`src/hw/rtl/rws_pkg.sv`:
```
// ----------------------------------------------------------------------------
// Roulette wheel select package
// Shared widths, action and status codes, and the command word that the
// front end hands to the selection engine.
// ----------------------------------------------------------------------------
package rws_pkg;

   localparam int DEFAULT_MAX_POPULATION = 256;

   localparam int FIT_W       = 16;
   localparam int FRAC_W      = 16;
   localparam int START_W     = 8;
   localparam int INDEX_W     = 8;
   localparam int STATUS_W    = 2;
   localparam int ACTION_W    = 2;
   localparam int TOTAL_W     = 24;
   localparam int TARGET_W    = FRAC_W + TOTAL_W;
   localparam int THRESH_W    = TARGET_W - 16 + 1;
   localparam int REQ_TDATA_W = FIT_W + FRAC_W + START_W;
   localparam int RSP_TDATA_W = 16;

   localparam logic [TOTAL_W-1:0] TOTAL_MAX = {TOTAL_W{1'b1}};

   typedef enum logic [ACTION_W-1:0] {
      ACT_LOAD   = 2'd0,
      ACT_SELECT = 2'd1,
      ACT_CLEAR  = 2'd2
   } action_type;

   localparam logic [STATUS_W-1:0] STATUS_OK    = 2'd0;
   localparam logic [STATUS_W-1:0] STATUS_EMPTY = 2'd1;
   localparam logic [STATUS_W-1:0] STATUS_ZERO  = 2'd2;

   typedef struct packed {
      action_type         kind;
      logic [FIT_W-1:0]   fitness;
      logic [FRAC_W-1:0]  fraction;
      logic [START_W-1:0] start;
   } cmd_type;

endpackage

```
`src/hw/rtl/rws_front.sv`:
```
// ----------------------------------------------------------------------------
// Roulette wheel select front end
// Accepts request words, drops unknown actions and queues the rest in a
// two-entry command queue for the engine.
// ----------------------------------------------------------------------------
module rws_front
   import rws_pkg::*;
(
   input  logic                   clock,
   input  logic                   reset,
   input  logic                   req_tvalid,
   output logic                   req_tready,
   input  logic [REQ_TDATA_W-1:0] req_tdata,
   input  logic [ACTION_W-1:0]    req_tuser,
   output logic                   cmd_valid,
   output cmd_type                cmd,
   input  logic                   cmd_pop
);

   localparam int QDEPTH = 2;
   localparam int PTR_W  = $clog2(QDEPTH);
   localparam int FILL_W = $clog2(QDEPTH + 1);

   cmd_type            queue_ff [QDEPTH];
   logic [PTR_W-1:0]   wr_ptr_ff, wr_ptr_in;
   logic [PTR_W-1:0]   rd_ptr_ff, rd_ptr_in;
   logic [FILL_W-1:0]  fill_ff, fill_in;
   logic               legal;
   logic               push;
   cmd_type            decoded;

   // Action code 3 means nothing; such a word is taken and discarded.
   assign legal = (req_tuser == ACT_LOAD) || (req_tuser == ACT_SELECT) ||
                  (req_tuser == ACT_CLEAR);

   assign decoded.kind     = action_type'(req_tuser);
   assign decoded.fitness  = req_tdata[FIT_W-1:0];
   assign decoded.fraction = req_tdata[FIT_W+FRAC_W-1:FIT_W];
   assign decoded.start    = req_tdata[REQ_TDATA_W-1:FIT_W+FRAC_W];

   assign req_tready = (fill_ff != FILL_W'(QDEPTH));
   assign push       = req_tvalid && req_tready && legal;
   assign cmd_valid  = (fill_ff != '0);
   assign cmd        = queue_ff[rd_ptr_ff];

   always_comb begin
      wr_ptr_in = push ? wr_ptr_ff + PTR_W'(1) : wr_ptr_ff;
      rd_ptr_in = cmd_pop ? rd_ptr_ff + PTR_W'(1) : rd_ptr_ff;
      fill_in   = fill_ff + FILL_W'(push) - FILL_W'(cmd_pop);
   end

   always_ff @(posedge clock) begin
      if (reset) begin
         wr_ptr_ff <= '0;
         rd_ptr_ff <= '0;
         fill_ff   <= '0;
      end else begin
         wr_ptr_ff <= wr_ptr_in;
         rd_ptr_ff <= rd_ptr_in;
         fill_ff   <= fill_in;
      end
   end

   always_ff @(posedge clock) begin
      if (push) begin
         queue_ff[wr_ptr_ff] <= decoded;
      end
   end

endmodule

```
`config.mk`:
```
export PLATFORM = sky130hd
export DESIGN_NAME = rws_front
export DESIGN_NICKNAME = d
export VERILOG_FILES = /design/src/hw/rtl/rws_pkg.sv /design/src/hw/rtl/rws_front.sv
export SDC_FILE = /design/constraint.sdc
export NUM_CORES = 1
export LEC_CHECK = 0
export BUFFER_PORTS_ARGS = -buffer_cell sky130_fd_sc_hd__clkbuf_2
export CAP_MARGIN = 15
export CORE_UTILIZATION = 50
export DETAILED_ROUTE_END_ITERATION = 12
export GPL_TIMING_DRIVEN = 0
export PLACE_DENSITY_LB_ADDON = 0.08
export SLEW_MARGIN = 20
export SYNTH_ARGS = -nofsm -noshare
export SYNTH_HDL_FRONTEND = slang
export SYNTH_SLANG_ARGS = --single-unit
```
`constraint.sdc`:
```
create_clock -name clock -period 3.5 [get_ports clock]
set_clock_uncertainty 0.1 [all_clocks]
set_input_delay 0.35 -clock clock [delete_from_list [all_inputs] [get_ports clock]]
set_output_delay 0.35 -clock clock [all_outputs]
set_load 0.1 [all_outputs]
```
== Word level (Yosys, flattened, before mapping) ==
Memory sizes are Yosys's and may differ from the RTL's. A register that Yosys moved wholly into a read port is not among the register bits.
Cells that the tools add are included.

* Shift operators: 0
* Div/mod/pow operators: 0
* Bitwise operators: 0
* Multiply operators: 0
* Muxes and demuxes: 4
* Add/subtract/negate cells: 4
* Reduce and logical (&&, ||, !) cells: 6
* Eq/ne operators: 3
* Magnitude comparators: 0

{| class="wikitable"
|+ Operators by type and width
! kind !! number
|-
| $mux 1 || 4
|-
| $add 1x1->1 const B || 2
|-
| $add 2x1->2 || 1
|-
| $eq 2x1->1 const B || 1
|-
| $eq 2x2->1 const B || 1
|-
| $logic_and 1x1->1 || 2
|-
| $logic_not 2->1 || 1
|-
| $logic_or 1x1->1 || 2
|-
| $ne 2x2->1 const B || 1
|-
| $reduce_bool 2->1 || 1
|-
| $sub 2x1->2 || 1
|}

* ROM bits: 0
* Memory bits (writable): 84
* Input port bits: 46
* Output and inout port bits: 44
* Memories: 1
* Latch bits: 0
* Flip-flop bits (word level): 4

{| class="wikitable"
|+ Memory list
! memory !! words !! bits a word !! rd ports !! clocked after memory_dff !! wr ports !! RTL line !! text
|-
| queue_ff || 2 || 42 || 1 || 1 || 1 || rws_front.sv:24 || <nowiki>cmd_type queue_ff [QDEPTH];</nowiki>
|}

== Logic depth before layout (Yosys ltp) ==
* Word-level depth: 6
* Gate-level depth with buffers: 8

== Worst setup path before layout ==
No wires, ideal clock.

* Path kind: register to register
* Start point: register fill_ff[1]
* End point: memory queue_ff[1][0] in the netlist's numbering (enable)
* Data arrival time: 2.741 ns
* Setup time: 0.442 ns
* Path buffers: 0
* Cell stages (with the launch flop): 5
* Setup slack: 0.218 ns
* Path through: dfxtp_1 -> nor2b_4 -> inv_2 -> nand2b_1 -> nor2_1

* Longest elaborated chain between the ends: 5

{| class="wikitable"
|+ Ends and longest elaborated chain
! item !! RTL line !! text
|-
| start, declared || rws_front.sv:27 || <nowiki>logic [FILL_W-1:0] fill_ff, fill_in;</nowiki>
|-
| start signal, assigned || rws_front.sv:60 || <nowiki>fill_ff <= fill_in;</nowiki>
|-
| $ne 2x2->1 || rws_front.sv:41 || <nowiki>assign req_tready = (fill_ff != FILL_W'(QDEPTH));</nowiki>
|-
| named net req_tready || rws_front.sv:12 || <nowiki>output logic req_tready,</nowiki>
|-
| $logic_and 1x1->1 (2 in series) || rws_front.sv:42 || <nowiki>assign push = req_tvalid && req_tready && legal;</nowiki>
|-
| $mux 1 || rws_front.sv:65 || <nowiki>if (push) begin</nowiki>
|-
| $mux 1 (not written as such) || rws_front.sv:66 || <nowiki>queue_ff[wr_ptr_ff] <= decoded;</nowiki>
|-
| end, declared || rws_front.sv:24 ||
|}

The timed path passes the listed nets, and every way through them passes these cells.

==> results_dict.tcl <==
set metrics [dict create \
    cts_sinks 89 \
    hpwl_mm 3.436 \
    cts_buffers 9 \
    wl_per_cell_um 15.09 \
    post-route-period-util 0.6288 \
    crit_path_end_kind "output pin" \
    cts-htree-levels 3 \
    overflow 0 \
    grt_pass1_wl_mm 8.204 \
    die_y_um 83.13 \
    gp_congestion 0.7072 \
    postCtsHoldBufs 0 \
    hold_path_class "primary input to flop" \
    synth_fp_nets 206 \
    pre_cts_slack_ns 1.328 \
    tightest_slew_ns 0.7019 \
    hold_depth 1 \
    synth_ff_type "edfxtp_1" \
    start_kind "flop" \
    pwr-share-comb 0.278 \
    crit_path_end "cmd[40]" \
    cts-root-buf "clkbuf_8" \
    nets 308 \
    routed_wl_mm 5.175 \
    synth_warnings 0 \
    worstSetupPathType "flop to output pin" \
    die_w_um 83.13 \
    relSlewSlack 0.5309 \
    placement.io_buffers 89 \
    syn_inst 159 \
    drt_iter0_drc 58 \
    setup_ws_ns 1.299 \
    grt_usage 0.1582 \
    swShare 0.3530 \
    p_leak_uw 0.001595 \
    max_freq_mhz 454.3 \
    rsz0062_at_grt "no" \
    p_clk_frac 0.281 \
    stdcell_area_um2 4138 \
    top_layer "met4" \
    final_util 0.6516 \
    reg2reg_setup_slack_ns 1.59 \
    post-route-drc-count 0 \
    clkTransAtPathRegs_ns 0.08 \
    ys_top_cells_by_area "edfxtp_1 (77%), mux2_1 (14%), dfxtp_1 (3.0%)" \
    synth.distinct_cells 20 \
    vias 1709 \
    synth_top_area_cell "edfxtp_1" \
    setup_viol_count_final 0 \
    grt_pass1_vias 1718 \
    power_switching_uw 1029 \
    post_cts_buffers 0 \
    antenna_left 0 \
    p_seq_frac 0.440 \
    synth_common_cells "edfxtp_1 (84), mux2_1 (42), dfxtp_1 (5)" \
    netlist_area_um2 3291 \
    arrival_ns 1.75 \
    internal_power_uw 1886 \
    die-area_um2 6910 \
    wl_met2_mm 2.526 \
    synth_top_cell_area_share 0.7665 \
    critPathMaxFanout 10 \
    start_util 0.5182 \
    cts_buffer_depth 2 \
    maxCapViolations 0 \
    worstPathCellList "buf_2, buf_4, mux2_1, clkbuf_2" \
    core_area_um2 6350 \
    r2r_start "fill_ff[1]" \
    yosysMostFrequentCell "edfxtp_1" \
    critPathBufInv 3 \
    clock_latency_ns 0.34 \
    cp.depth 4 \
    final_max_slew_viol_count 0 \
    wl_met3_um 332 \
    synth_area_per_cell_um2 20.70 \
    drt-pass1-iter-count 4 \
    ys_ff_latch 89 \
    io_pins 90 \
    path_delay_family "buffers and inverters" \
    reg2regPathDepth 4 \
    critPathRequiredTime_ns 3.05 \
    fp-row-count 29 \
    drive_gt1_frac 0.4474 \
    final_hold_viol_count 0 \
    ir_drop_mv 0.4315 \
    worstReg2RegEnd "queue_ff[0][33]" \
    powerDensity_nw_per_um2 704.4 \
    area_delta_synth_final_pct 25.74 \
    cts_tree "done" \
    synth-edff-count 84 \
    antenna_cells 0 \
    routedLengthMet1_mm 2.251 \
    grt_max_degree 23 \
    period_needed_ns 2.201 \
    cpPeakStageDelay_ns 0.38 \
    status "completed" \
    synthArstFlopShare 0 \
    placedInstanceArea_um2 3895 \
    antenna_found_initial 0 \
    drt-vias-per-instance 4.983 \
    ys_seq_area_frac 0.7970 \
    slowest_stage "clkbuf_2" \
    ctsResizeCount 0 \
]
power groups by stage:
stage	sequential (uW)	clock [uW]	combinational [uW]
after CTS	1280	838	820
final	1280	819	812
after detailed placement	1310	0	819
after global routing	1290	884	840
after floorplan	1310	0	678
after global placement	1310	0	793
sequential cells by signal, summed over array words and instances (netlist names), named ones only:
name,flops
rd_ptr_ff,1
queue_ff,84
wr_ptr_ff,1
fill_ff,2
layout make-up:
cell class / count / area, um^2
clock inverter: 7 / 118.9
timing repair buffer: 91 / 500.5
tap: 77 / 96.34
inverter: 4 / 15.01
multi-input combinational: 61 / 625.6
fill: 468 / 2212
buffer: 5 / 35.03
clock buffer: 9 / 123.9
sequential: 89 / 2623
per-stage QoR:
stage	total power, uW	hold WS [ns]	cells	setup TNS, ns
after CTS	2943	0.07262	343	0
after floorplan	1983	0.3124	159	0
final	2914	0.09291	343	0
after detailed placement	2127	0.4146	327	0
after global routing	3015	0.06810	343	0
after global placement	2103	0.3960	325	-31.01
placed cells by master, fill, tap and decap left out, types with 2 or more instances in the layout:
cell type / count
mux2_1: 42
clkinvlp_4: 2
inv_2: 2
clkbuf_8: 9
dfxtp_1: 5
bufinv_16: 3
buf_4: 4
nor2_1: 3
a21bo_1: 2
inv_1: 2
buf_16: 2
clkbuf_2: 89
xnor2_1: 3
edfxtp_1: 84
per-layer routing:
metal	GRT usage	vias up
met1	0.1979	823
met2	0.2489	58
met3	0.05070	7
li1	-	821
met4	0.07994	0
met5	0	-
kinds of logic after synthesis:
logic type	Yosys count	synth area share
xor+xnor	3	0.007986
mux	42	0.1437
buf+inv	9	0.01521
flops	89	0.7970
fa+ha+maj	1	0.003802
simple gates	9	0.01787
compound gates	6	0.01445
worst min path at each step:
stage | from | to | slack [ns]
6_report | req_tdata[6] | queue_ff[1][30] | 0.09
3_5_place_dp | rd_ptr_ff | flop | 0.41
2_1_floorplan | reset | wr_ptr_ff | 0.31
5_1_grt | req_tdata[25] | queue_ff[0][17] | 0.07
3_3_place_gp | rd_ptr_ff | rd_ptr_ff | 0.40
4_1_cts | req_tdata[6] | queue_ff[0][30] | 0.07
worst reg2reg max path, cell delays in order, from the launching register on:
cell and delay, ns:
dfxtp_1 0.34, nor2b_4 0.15, or3_4 0.38, inv_2 0.40, buf_16 0.24
No activity file was read; power rests on OpenSTA's default activity.
