`config.mk`:
```
export PLATFORM = sky130hd
export DESIGN_NAME = rws_engine
export DESIGN_NICKNAME = d
export VERILOG_FILES = /design/src/hw/rtl/rws_pkg.sv /design/src/hw/rtl/rws_engine.sv
export SDC_FILE = /design/constraint.sdc
export NUM_CORES = 1
export LEC_CHECK = 0
export ABC_AREA = 1
export BUFFER_PORTS_ARGS = -buffer_cell sky130_fd_sc_hd__buf_2
export CAP_MARGIN = 20
export CORE_ASPECT_RATIO = 0.8
export CORE_UTILIZATION = 50
export CTS_CLUSTER_SIZE = 28
export DETAILED_ROUTE_END_ITERATION = 7
export PLACE_DENSITY = 0.67
export SETUP_SLACK_MARGIN = 0.4
export SYNTH_ARGS = -nofsm -noshare
export SYNTH_HDL_FRONTEND = slang
export SYNTH_SLANG_ARGS = --single-unit
```
`constraint.sdc`:
```
create_clock -name clock -period 7.6 [get_ports clock]
set_clock_uncertainty 0.15 [all_clocks]
set_input_delay 1.14 -clock clock [delete_from_list [all_inputs] [get_ports clock]]
set_output_delay 1.14 -clock clock [all_outputs]
set_load 0.05 [all_outputs]
```
`src/hw/rtl/rws_pkg.sv`:
```
// ----------------------------------------------------------------------------
// Roulette wheel select package
// Shared widths, action and status codes, and the command word that the
// front end hands to the selection engine.
// ----------------------------------------------------------------------------
package rws_pkg;

   localparam int DEFAULT_MAX_POPULATION = 256;

   localparam int FIT_W       = 16;
   localparam int FRAC_W      = 16;
   localparam int START_W     = 8;
   localparam int INDEX_W     = 8;
   localparam int STATUS_W    = 2;
   localparam int ACTION_W    = 2;
   localparam int TOTAL_W     = 24;
   localparam int TARGET_W    = FRAC_W + TOTAL_W;
   localparam int THRESH_W    = TARGET_W - 16 + 1;
   localparam int REQ_TDATA_W = FIT_W + FRAC_W + START_W;
   localparam int RSP_TDATA_W = 16;

   localparam logic [TOTAL_W-1:0] TOTAL_MAX = {TOTAL_W{1'b1}};

   typedef enum logic [ACTION_W-1:0] {
      ACT_LOAD   = 2'd0,
      ACT_SELECT = 2'd1,
      ACT_CLEAR  = 2'd2
   } action_type;

   localparam logic [STATUS_W-1:0] STATUS_OK    = 2'd0;
   localparam logic [STATUS_W-1:0] STATUS_EMPTY = 2'd1;
   localparam logic [STATUS_W-1:0] STATUS_ZERO  = 2'd2;

   typedef struct packed {
      action_type         kind;
      logic [FIT_W-1:0]   fitness;
      logic [FRAC_W-1:0]  fraction;
      logic [START_W-1:0] start;
   } cmd_type;

endpackage

```
`src/hw/rtl/rws_engine.sv`:
```
// ----------------------------------------------------------------------------
// Roulette wheel select engine
// Executes queued load, clear and select commands; a select reduces the
// start index modulo the population, then walks the fitness store.
// ----------------------------------------------------------------------------
module rws_engine
   import rws_pkg::*;
#(
   parameter int MAX_POPULATION = DEFAULT_MAX_POPULATION
) (
   input  logic                             clock,
   input  logic                             reset,
   input  logic                             cmd_valid,
   input  cmd_type                          cmd,
   output logic                             cmd_pop,
   output logic                             ram_wr_en,
   output logic [$clog2(MAX_POPULATION)-1:0] ram_wr_addr,
   output logic [FIT_W-1:0]                 ram_wr_data,
   output logic                             ram_rd_en,
   output logic [$clog2(MAX_POPULATION)-1:0] ram_rd_addr,
   input  logic [FIT_W-1:0]                 ram_rd_data,
   output logic                             out_valid,
   input  logic                             out_ready,
   output logic [INDEX_W-1:0]               out_index,
   output logic [STATUS_W-1:0]              out_status
);

   localparam int AW  = $clog2(MAX_POPULATION);
   localparam int CW  = $clog2(MAX_POPULATION + 1);
   localparam int SW  = FIT_W + CW;
   localparam int TW  = (SW > THRESH_W) ? SW : THRESH_W;
   localparam int BW  = $clog2(START_W);
   localparam logic [CW-1:0] POP_MAX = CW'(MAX_POPULATION);

   typedef enum logic [1:0] {
      S_IDLE,
      S_MOD,
      S_WALK
   } state_type;

   state_type           state_ff, state_in;
   logic [CW-1:0]       count_ff, count_in;
   logic [TOTAL_W-1:0]  total_ff, total_in;
   logic [TARGET_W-1:0] target_ff, target_in;
   logic [THRESH_W-1:0] thresh_ff, thresh_in;
   logic [START_W-1:0]  start_ff, start_in;
   logic [BW-1:0]       bit_ff, bit_in;
   logic [CW-1:0]       rem_ff, rem_in;
   logic [AW-1:0]       pos_ff, pos_in;
   logic [AW-1:0]       rd_pos_ff, rd_pos_in;
   logic                rd_vld_ff, rd_vld_in;
   logic [CW-1:0]       seen_ff, seen_in;
   logic [SW-1:0]       sum_ff, sum_in;
   logic                out_valid_ff, out_valid_in;
   logic [INDEX_W-1:0]  out_index_ff, out_index_in;
   logic [STATUS_W-1:0] out_status_ff, out_status_in;

   logic                out_free;
   logic [TOTAL_W:0]    total_sum;
   logic [CW:0]         rem_shift;
   logic [CW-1:0]       pos_inc;
   logic [SW-1:0]       sum_next;
   logic [CW-1:0]       seen_next;
   logic                crossed;

   assign out_free  = !out_valid_ff || out_ready;
   assign total_sum = (TOTAL_W+1)'(total_ff) + (TOTAL_W+1)'(cmd.fitness);
   assign rem_shift = {rem_ff, start_ff[bit_ff]};
   assign pos_inc   = CW'(pos_ff) + CW'(1);
   assign sum_next  = sum_ff + SW'(ram_rd_data);
   assign seen_next = seen_ff + CW'(1);
   assign crossed   = (TW'(sum_next) >= TW'(thresh_ff)) || (seen_next == count_ff);

   always_comb begin
      state_in      = state_ff;
      count_in      = count_ff;
      total_in      = total_ff;
      target_in     = target_ff;
      thresh_in     = thresh_ff;
      start_in      = start_ff;
      bit_in        = bit_ff;
      rem_in        = rem_ff;
      pos_in        = pos_ff;
      rd_pos_in     = rd_pos_ff;
      rd_vld_in     = rd_vld_ff;
      seen_in       = seen_ff;
      sum_in        = sum_ff;
      out_valid_in  = out_valid_ff && !out_ready;
      out_index_in  = out_index_ff;
      out_status_in = out_status_ff;
      cmd_pop       = 1'b0;
      ram_wr_en     = 1'b0;
      ram_wr_addr   = count_ff[AW-1:0];
      ram_wr_data   = cmd.fitness;
      ram_rd_en     = 1'b0;
      ram_rd_addr   = pos_ff;

      unique case (state_ff)
         S_IDLE: begin
            if (cmd_valid) begin
               unique case (cmd.kind)
                  ACT_LOAD: begin
                     cmd_pop = 1'b1;
                     // A load into a full population is dropped.
                     if (count_ff < POP_MAX) begin
                        ram_wr_en = 1'b1;
                        count_in  = count_ff + CW'(1);
                        total_in  = total_sum[TOTAL_W] ? TOTAL_MAX
                                                       : total_sum[TOTAL_W-1:0];
                     end
                  end
                  ACT_CLEAR: begin
                     cmd_pop  = 1'b1;
                     count_in = '0;
                     total_in = '0;
                  end
                  ACT_SELECT: begin
                     // Taken only when the result register will be free, so
                     // the walk can always deliver its result.
                     if (out_free) begin
                        cmd_pop = 1'b1;
                        if (count_ff == '0) begin
                           out_valid_in  = 1'b1;
                           out_index_in  = cmd.start;
                           out_status_in = STATUS_EMPTY;
                        end else if (total_ff == '0) begin
                           out_valid_in  = 1'b1;
                           out_index_in  = cmd.start;
                           out_status_in = STATUS_ZERO;
                        end else begin
                           target_in = TARGET_W'(cmd.fraction) * TARGET_W'(total_ff);
                           start_in  = cmd.start;
                           bit_in    = BW'(START_W - 1);
                           rem_in    = '0;
                           state_in  = S_MOD;
                        end
                     end
                  end
                  default: begin
                     cmd_pop = 1'b1;
                  end
               endcase
            end
         end

         S_MOD: begin
            // Restoring remainder, one start bit per cycle, MSB first.
            if (rem_shift >= {1'b0, count_ff}) begin
               rem_in = CW'(rem_shift - {1'b0, count_ff});
            end else begin
               rem_in = rem_shift[CW-1:0];
            end
            // sum*65536 >= target  is the same as  sum >= ceil(target/65536).
            thresh_in = THRESH_W'(target_ff[TARGET_W-1:16]) +
                        THRESH_W'(|target_ff[15:0]);
            bit_in = bit_ff - BW'(1);
            if (bit_ff == '0) begin
               pos_in    = rem_in[AW-1:0];
               rd_vld_in = 1'b0;
               seen_in   = '0;
               sum_in    = '0;
               state_in  = S_WALK;
            end
         end

         S_WALK: begin
            // Reads are issued one ahead of the accumulate.
            ram_rd_en = 1'b1;
            pos_in    = (pos_inc == count_ff) ? '0 : pos_ff + AW'(1);
            rd_pos_in = pos_ff;
            rd_vld_in = 1'b1;
            if (rd_vld_ff) begin
               sum_in  = sum_next;
               seen_in = seen_next;
               if (crossed) begin
                  out_valid_in  = 1'b1;
                  out_index_in  = INDEX_W'(rd_pos_ff);
                  out_status_in = STATUS_OK;
                  state_in      = S_IDLE;
               end
            end
         end

         default: begin
            state_in = S_IDLE;
         end
      endcase
   end

   always_ff @(posedge clock) begin
      if (reset) begin
         state_ff     <= S_IDLE;
         count_ff     <= '0;
         total_ff     <= '0;
         rd_vld_ff    <= 1'b0;
         out_valid_ff <= 1'b0;
      end else begin
         state_ff     <= state_in;
         count_ff     <= count_in;
         total_ff     <= total_in;
         rd_vld_ff    <= rd_vld_in;
         out_valid_ff <= out_valid_in;
      end
      target_ff     <= target_in;
      thresh_ff     <= thresh_in;
      start_ff      <= start_in;
      bit_ff        <= bit_in;
      rem_ff        <= rem_in;
      pos_ff        <= pos_in;
      rd_pos_ff     <= rd_pos_in;
      seen_ff       <= seen_in;
      sum_ff        <= sum_in;
      out_index_ff  <= out_index_in;
      out_status_ff <= out_status_in;
   end

   assign out_valid  = out_valid_ff;
   assign out_index  = out_index_ff;
   assign out_status = out_status_ff;

endmodule

```
# After elaboration in Yosys (flattened, before gate mapping)
# Index checks and enable logic that the tools add are counted.
[op_classes]
bitwise_logic = 2
eq_ne = 16
add_sub_neg = 9
muxes = 71
mul = 1
reduce_logical = 22
magnitude_cmp = 4
[op_table]
columns = ["operator", "n"]
rows = [
  ["$mux W9", 9],
  ["$mux W8", 9],
  ["$pmux W9 S2", 3],
  ["$mux W25", 2],
  ["$pmux W25 S2", 1],
  ["$mux W24", 2],
  ["$pmux W24 S2", 1],
  ["$mul A16 B24 Y40", 1],
  ["$pmux W8 S2", 2],
  ["$mux W2", 13],
  ["$add A24 B1 Y25", 1],
  ["$add A24 B16 Y25", 1],
  ["$add A25 B16 Y25", 1],
  ["$ge A25 B25 Y1", 1],
  ["$logic_not A24 Y1", 1],
  ["$add A9 B1 Y9 const B", 2],
  ["$eq A9 B9 Y1", 2],
  ["$mux W1", 18],
  ["$ne A2 B2 Y1 const B", 8],
  ["$reduce_or A16 Y1", 1],
  ["$mux W3", 5],
  ["$reduce_and A6 Y1", 2],
  ["$ge A10 B9 Y1", 1],
  ["$add A8 B1 Y9 const B", 1],
  ["27 further kinds", 37],
]
[word_totals]
elab_cells = 141
in_bits = 62
out_inout_bits = 46
regBits = 182

# Depth between registers and ports, before layout
# Gate-level depths: netlist (run 1).
[depth]
ltp_word = 8
ltp_mapped = 28

# Least setup slack after synthesis (run 1)
# Ideal clock, no wire load.
[synth_path]
path_kind = "input to register"
start = "input port cmd[9] (netlist bit)"
end = "register target_ff[35] (data pin)"
path_buffers = 1
stages = 22
setup_ns = 0.252
setup_slack_ns = 1.210
arrival_time_ns = 5.988
path_cell_list = "clkbuf_1 nand2_1 fa_1 inv_1 fa_1 inv_1 fa_1 inv_1 fa_1 fa_1 inv_1 fa_1 inv_1 ha_1 a21oi_1 a21boi_0 o21bai_1 a21oi_1 nand3b_1 nand2_1 nand2_1 nand2_1"
[synth_via]
elab_chain_cells = 1
[synth_rtl]
columns = ["item", "line_no", "text"]
rows = [
  ["start: declaration", "rws_engine.sv:14", "input cmd_type cmd,"],
  ["$mul A16 B24 Y40", "rws_engine.sv:131", "target_in = TARGET_W'(cmd.fraction) * TARGET_W'(total_ff);"],
  ["end signal: assignment", "rws_engine.sv:204", "target_ff <= target_in;"],
  ["end: declaration", "rws_engine.sv:44", "logic [TARGET_W-1:0] target_ff, target_in;"],
]
# Every way passes these cells.
# A chain may end at the register's enable or synchronous reset.

# Worst setup path in the final report (run 1)
[layout_path]
start = "input port cmd[12] (netlist bit)"
end = "register target_ff[39] (data pin)"
# The elaborated chain is that of the path after synthesis.

==> impl_metrics.tcl, run 1 <==
set metrics [dict create \
    run_status "finished, final reports clean" \
    cts_tree "yes" \
    maxCapViolations 0 \
    dp_hpwl_um 55600 \
    power_density_mw_per_mm2 107 \
    rsz0062_at_grt "no" \
    peakVddDrop_uv 128 \
    cts_buffers 17 \
    via_count 20800 \
    first_pass_iters 6 \
    reg2reg_slack_ns 0.94 \
    cts_sinks 182 \
    worst_setup_path_end_kind "flop" \
    postCtsSetupBuffers 0 \
    io_pins 108 \
    cts_resized 0 \
    clock_path_buffers 2 \
    yosysTopAreaCellShare_pct 24.8 \
    syn_inst 3225 \
    synthArstFlopShare_pct 0 \
    finalSetupTns_ns 0 \
    drive_gt1_share_pct 8.11 \
    num-nets-final 3825 \
    worstSetupPathType "input pin to flop" \
    final_util_pct 54.7 \
    track_usage_pct 28.0 \
    layout_setup_ws_ns 0.739 \
    routed_wl_um 68000 \
    place.gp.congestion 0.969 \
    yosysTopAreaCell "fa_1" \
    dieArea_sq_mm 0.0509 \
    die-height_um 202 \
    setup_viol 0 \
    antenna_found_initial 0 \
    ys.flop_type "edfxtp_1" \
    post-route-period-util_pct 90.3 \
    clkTransAtPathRegs_ns 0.07 \
    ys_seq_area_share_pct 20.4 \
    slew_headroom_pct 31.1 \
    cp_max_fo 24 \
    max_freq_ghz 0.146 \
    synth.area.top_cells "fa_1 25%, edfxtp_1 17%, nand2_1 13%" \
    arrival_ns 6.94 \
    viasPerCell 5.28 \
    synth_common_cells "849 x nand2_1, 755 x inv_1, 309 x fa_1" \
    drc 0 \
    area_growth_pct 6.81 \
    synth_area_sq_mm 0.0250 \
    gr-total-overflow 0 \
    insertion_delay_ns 0.49 \
    diodes 0 \
    synth_fp_nets 3782 \
    crit_required_ns 7.68 \
    grt_max_degree 55 \
    cts_hold_buf 0 \
    root_buffer "clkbuf_16" \
    worstHoldPathType "flop to flop" \
    dp_worst_setup_slack_ns 0.308 \
    io_buffers 107 \
    syn_avg_cell_area_sq_um 7.75 \
    start_util_pct 51.2 \
    rows 72 \
    drv_slew 0 \
    chipWidth_um 252 \
    yosysWarnings 0 \
    htree_levels 4 \
    synth.distinct_cells 60 \
    synth_enable_flop_cells 145 \
    grt_pass1_vias 21000 \
    hold_slack_ns 0.327 \
    yosysMostFrequentCell "nand2_1" \
    fin_crit_ns 6.86 \
    grt_first_pass_wirelength_um 110000 \
    routedWlPerCell_um 17.2 \
    hold_viol_final 0 \
    power.leakage_nw 14.4 \
    synth_seq_cells 182 \
    worst_pin_slew_ns 1.03 \
    core-area_sq_mm 0.0488 \
    ant_nets 0 \
    start_kind "input pin" \
    drt_iter0_markers 1895 \
]
final timing paths:
check	start	to	depth (start not counted)
hold / removal	rd_vld_ff	rd_vld_ff	2
setup / recovery	cmd[12]	target_ff[39]	22
setup reg to reg	total_ff[7]	target_ff[39]	21
hold reg to reg	rd_vld_ff	rd_vld_ff	2
critical path, stage by stage:
cell and delay (ns):
buf_2 0.49, nand2_1 0.16, fa_1 0.56, inv_1 0.07, fa_1 0.50, inv_1 0.07, fa_1 0.50, inv_1 0.06
fa_1 0.50, fa_1 0.50, inv_1 0.05, fa_1 0.49, inv_1 0.04, ha_1 0.33, a21oi_1 0.24, a21boi_0 0.50
o21ai_0 0.23, nand2_1 0.11, nand2_1 0.07, nand2_1 0.07, nand3_1 0.08, xor2_1 0.15
layout by cell type, fill, tap and decap left out, types with 10 or more instances in the layout:
cell type,count
a21o_1,15
xor2_1,70
nand3_2,12
nand4_1,42
a21oi_2,10
nand2_2,14
ha_1,186
fa_1,309
inv_1,754
nand2_1,849
o21ai_0,67
inv_2,11
nor3_1,20
buf_4,36
nor4_1,12
nand3_1,103
nor2_1,197
clkbuf_16,17
dfxtp_1,37
a21oi_1,110
nor2_2,10
buf_2,107
edfxtp_1,145
xnor2_1,25
o21bai_1,15
area by class of cell:
class / count / area [sq um]
Sequential cell: 182 / 5090
Fill cell: 4731 / 22100
Timing Repair Buffer: 146 / 865
Inverter: 769 / 2890
Multi-Input combinational cell: 2152 / 16400
Clock inverter: 14 / 138
Clock buffer: 18 / 429
Tap cell: 666 / 833
power by group:
group	total [mW]	internal [mW]	switching, mW
Sequential	1.14	1.11	0.0311
Clock	0.881	0.432	0.449
Combinational	0.832	0.272	0.560
Total	2.85	1.81	1.04
per-layer routing:
layer | vias up | GRT usage, % | part of all wire (%)
li1 | 9823 | - | -
met1 | 10100 | 41.8 | 47
met2 | 845 | 40.9 | 41
met3 | 79 | 6.46 | 9.9
met4 | 0 | 6.67 | 1.8
met5 | - | 0 | 0
flip-flops by register name, indices dropped and copies added, names as in the netlist:
register     cells
start_ff         8
bit_ff           3
sum_ff          25
ram_rd_addr      8
target_ff       40
count_ff         9
out_valid        1
out_status       2
thresh_ff       25
rd_vld_ff        1
out_index        8
seen_ff          9
rd_pos_ff        8
rem_ff           9
total_ff        24
state_ff         2
metrics by stage:
stage	power [mW]	area, sq um	instances
2_1_floorplan	1.73	25000	3225
3_3_place_gp	1.97	26100	3912
3_5_place_dp	1.98	26100	3913
4_1_cts	2.87	26600	3945
5_1_grt	3.01	26700	3947
6_report	2.85	26700	3947
cells by family (layout without fill, tap and decap cells):
logic type                 Yosys count  in the layout  synth area share, %
adders and majority gates          495            495                 34.1
AOI/OAI and AO/OA                  254            254                 5.87
DFF                                182            182                 20.4
xor gates and xnor gates            96             96                 3.40
and+or+nand+nor                   1307           1307                 22.4
buffers and inverters              891            947                 13.9
Power figures use the tool's default switching activity.
==> run 2, diff against run 1 <==
--- a/config.mk
+++ b/config.mk
@@ -8,7 +8,7 @@
 export ABC_AREA = 1
 export BUFFER_PORTS_ARGS = -buffer_cell sky130_fd_sc_hd__buf_2
 export CAP_MARGIN = 20
-export CORE_ASPECT_RATIO = 0.8
+export CORE_ASPECT_RATIO = 1.4
 export CORE_UTILIZATION = 50
 export CTS_CLUSTER_SIZE = 28
 export DETAILED_ROUTE_END_ITERATION = 7
==> impl_metrics.tcl, run 2 (same netlist as run 1, synthesis figures left out) <==
set metrics [dict create \
    run_status "finished, final reports clean" \
    power_density_mw_per_mm2 108 \
    start_util_pct 50.9 \
    postCtsSetupBuffers 0 \
    fin_crit_ns 7.00 \
    ant_nets 0 \
    worst_setup_path_end_kind "flop" \
    dp_worst_setup_slack_ns 0.210 \
    cts_tree "yes" \
    layout_setup_ws_ns 0.602 \
    start_kind "input pin" \
    antenna_found_initial 1 \
    crit_required_ns 7.63 \
    post-route-period-util_pct 92.1 \
    io_pins 108 \
    hold_viol_final 0 \
    intPower_mw 1.83 \
    chipWidth_um 191 \
    hold_slack_ns 0.349 \
    first_pass_iters 6 \
    grt_max_degree 55 \
    die-height_um 266 \
    diodes 0 \
    finalSetupTns_ns 0 \
    grt_first_pass_wirelength_um 111000 \
    drv_slew 0 \
    reg2reg_slack_ns 0.82 \
    grt_pass1_vias 21800 \
    cts_hold_buf 0 \
    drive_gt1_share_pct 8.11 \
    cts_sinks 182 \
    slew_headroom_pct 25.9 \
    maxCapViolations 0 \
    nFillCells 4608 \
    viasPerCell 5.30 \
    worstHoldPathType "flop to flop" \
    num-nets-final 3823 \
    rows 96 \
    worst_pin_slew_ns 1.11 \
    critical_path.startpoint "cmd[13]" \
    largest-register "target_ff" \
    top_regs "target_ff x40, sum_ff x25, thresh_ff x25" \
    power.leakage_nw 14.4 \
    dieArea_sq_mm 0.0509 \
    cts_resized 0 \
    clock_path_buffers 2 \
    routedWlPerCell_um 17.7 \
    peakVddDrop_uv 185 \
    r2r-start "total_ff[22]" \
    clkPwrFrac_pct 32.1 \
    dp_hpwl_um 56700 \
    arrival_ns 7.03 \
    final_cell_mix "849 x nand2_1, 754 x inv_1, 309 x fa_1, 197 x nor2_1, 186 x ha_1" \
    insertion_delay_ns 0.47 \
    largest_register_ffs 40 \
    pwr-share-seq_pct 39.8 \
    cp_max_fo 24 \
    switchingPower_mw 1.05 \
    rsz0062_at_grt "no" \
    routed_wl_um 69400 \
    comb_power_share_pct 28.1 \
    rr_endpoint "target_ff[39]" \
    worstSetupPathType "input pin to flop" \
    clkTransAtPathRegs_ns 0.08 \
    final_common_cell "nand2_1" \
    swShare_pct 36.5 \
    track_usage_pct 28.3 \
    area_growth_pct 6.78 \
    cts_buffers 17 \
    gr-total-overflow 0 \
    final_util_pct 54.3 \
    drt_iter0_markers 1259 \
    r2r_cells 22 \
    critPathCapture "target_ff[39]" \
    io_buffers 107 \
    root_buffer "clkbuf_16" \
    setup_viol 0 \
    power_mw 2.88 \
    core-area_sq_mm 0.0491 \
    drc 0 \
    max_freq_ghz 0.143 \
    via_count 20800 \
    htree_levels 4 \
    place.gp.congestion 0.950 \
]
run 2: final cells by class:
class	instances	area, sq um	area share (%)
multi-input cells	2152	16400	61.6
well taps	637	797	2.99
repair buffers	144	845	3.17
clock buffers	17	425	1.59
clock inverters	15	190	0.713
inverters	769	2890	10.8
flip-flops and latches	182	5090	19.1
run 2: worst min path at each step:
stage | startpoint | end | depth (start not counted)
after floorplan | rd_vld_ff | rd_vld_ff | 2
after global placement | rd_vld_ff | rd_vld_ff | 2
after detailed placement | rd_vld_ff | rd_vld_ff | 2
after CTS | rd_vld_ff | rd_vld_ff | 2
after global routing | rd_vld_ff | rd_vld_ff | 2
final | rd_vld_ff | rd_vld_ff | 2
run 2: power by group through the flow:
stage                     Sequential, mW  Clock [mW]  Combinational, mW
after detailed placement            1.17           0              0.810
after CTS                           1.14       0.939              0.813
after global placement              1.17           0              0.790
after global routing                1.15       0.975              0.914
after floorplan                     1.17           0              0.566
final                               1.15       0.924              0.809
run 2: through the flow:
| stage | cells | area, sq um |
|---|---|---|
| after global placement | 3881 | 26000 |
| after global routing | 3916 | 26700 |
| after detailed placement | 3883 | 26000 |
| final | 3916 | 26700 |
| after floorplan | 3225 | 25000 |
| after CTS | 3915 | 26700 |
run 2: critical path: stages:
cell     delay [ns]
buf_2          0.47
nand2_1        0.17
fa_1           0.63
inv_1          0.08
fa_1           0.41
fa_1           0.55
inv_1          0.05
fa_1           0.54
inv_1          0.06
fa_1           0.47
inv_1          0.05
fa_1           0.48
inv_1          0.05
ha_1           0.44
nand2_1        0.12
nor2_1         0.11
inv_1          0.07
nor2_1         0.25
inv_1          0.11
nor3_1         0.42
nand3_1        0.15
nand3_1        0.13
xor2_1         0.06
run 2: per-layer routing:
| metal | track usage [%] | share of wire (%) | up-vias |
|---|---|---|---|
| li1 | - | - | 9826 |
| met1 | 32.2 | 38 | 10100 |
| met2 | 51.2 | 52 | 649 |
| met3 | 3.75 | 5.3 | 194 |
| met4 | 14.2 | 4.8 | 2 |
| met5 | 0 | 0.019 | - |
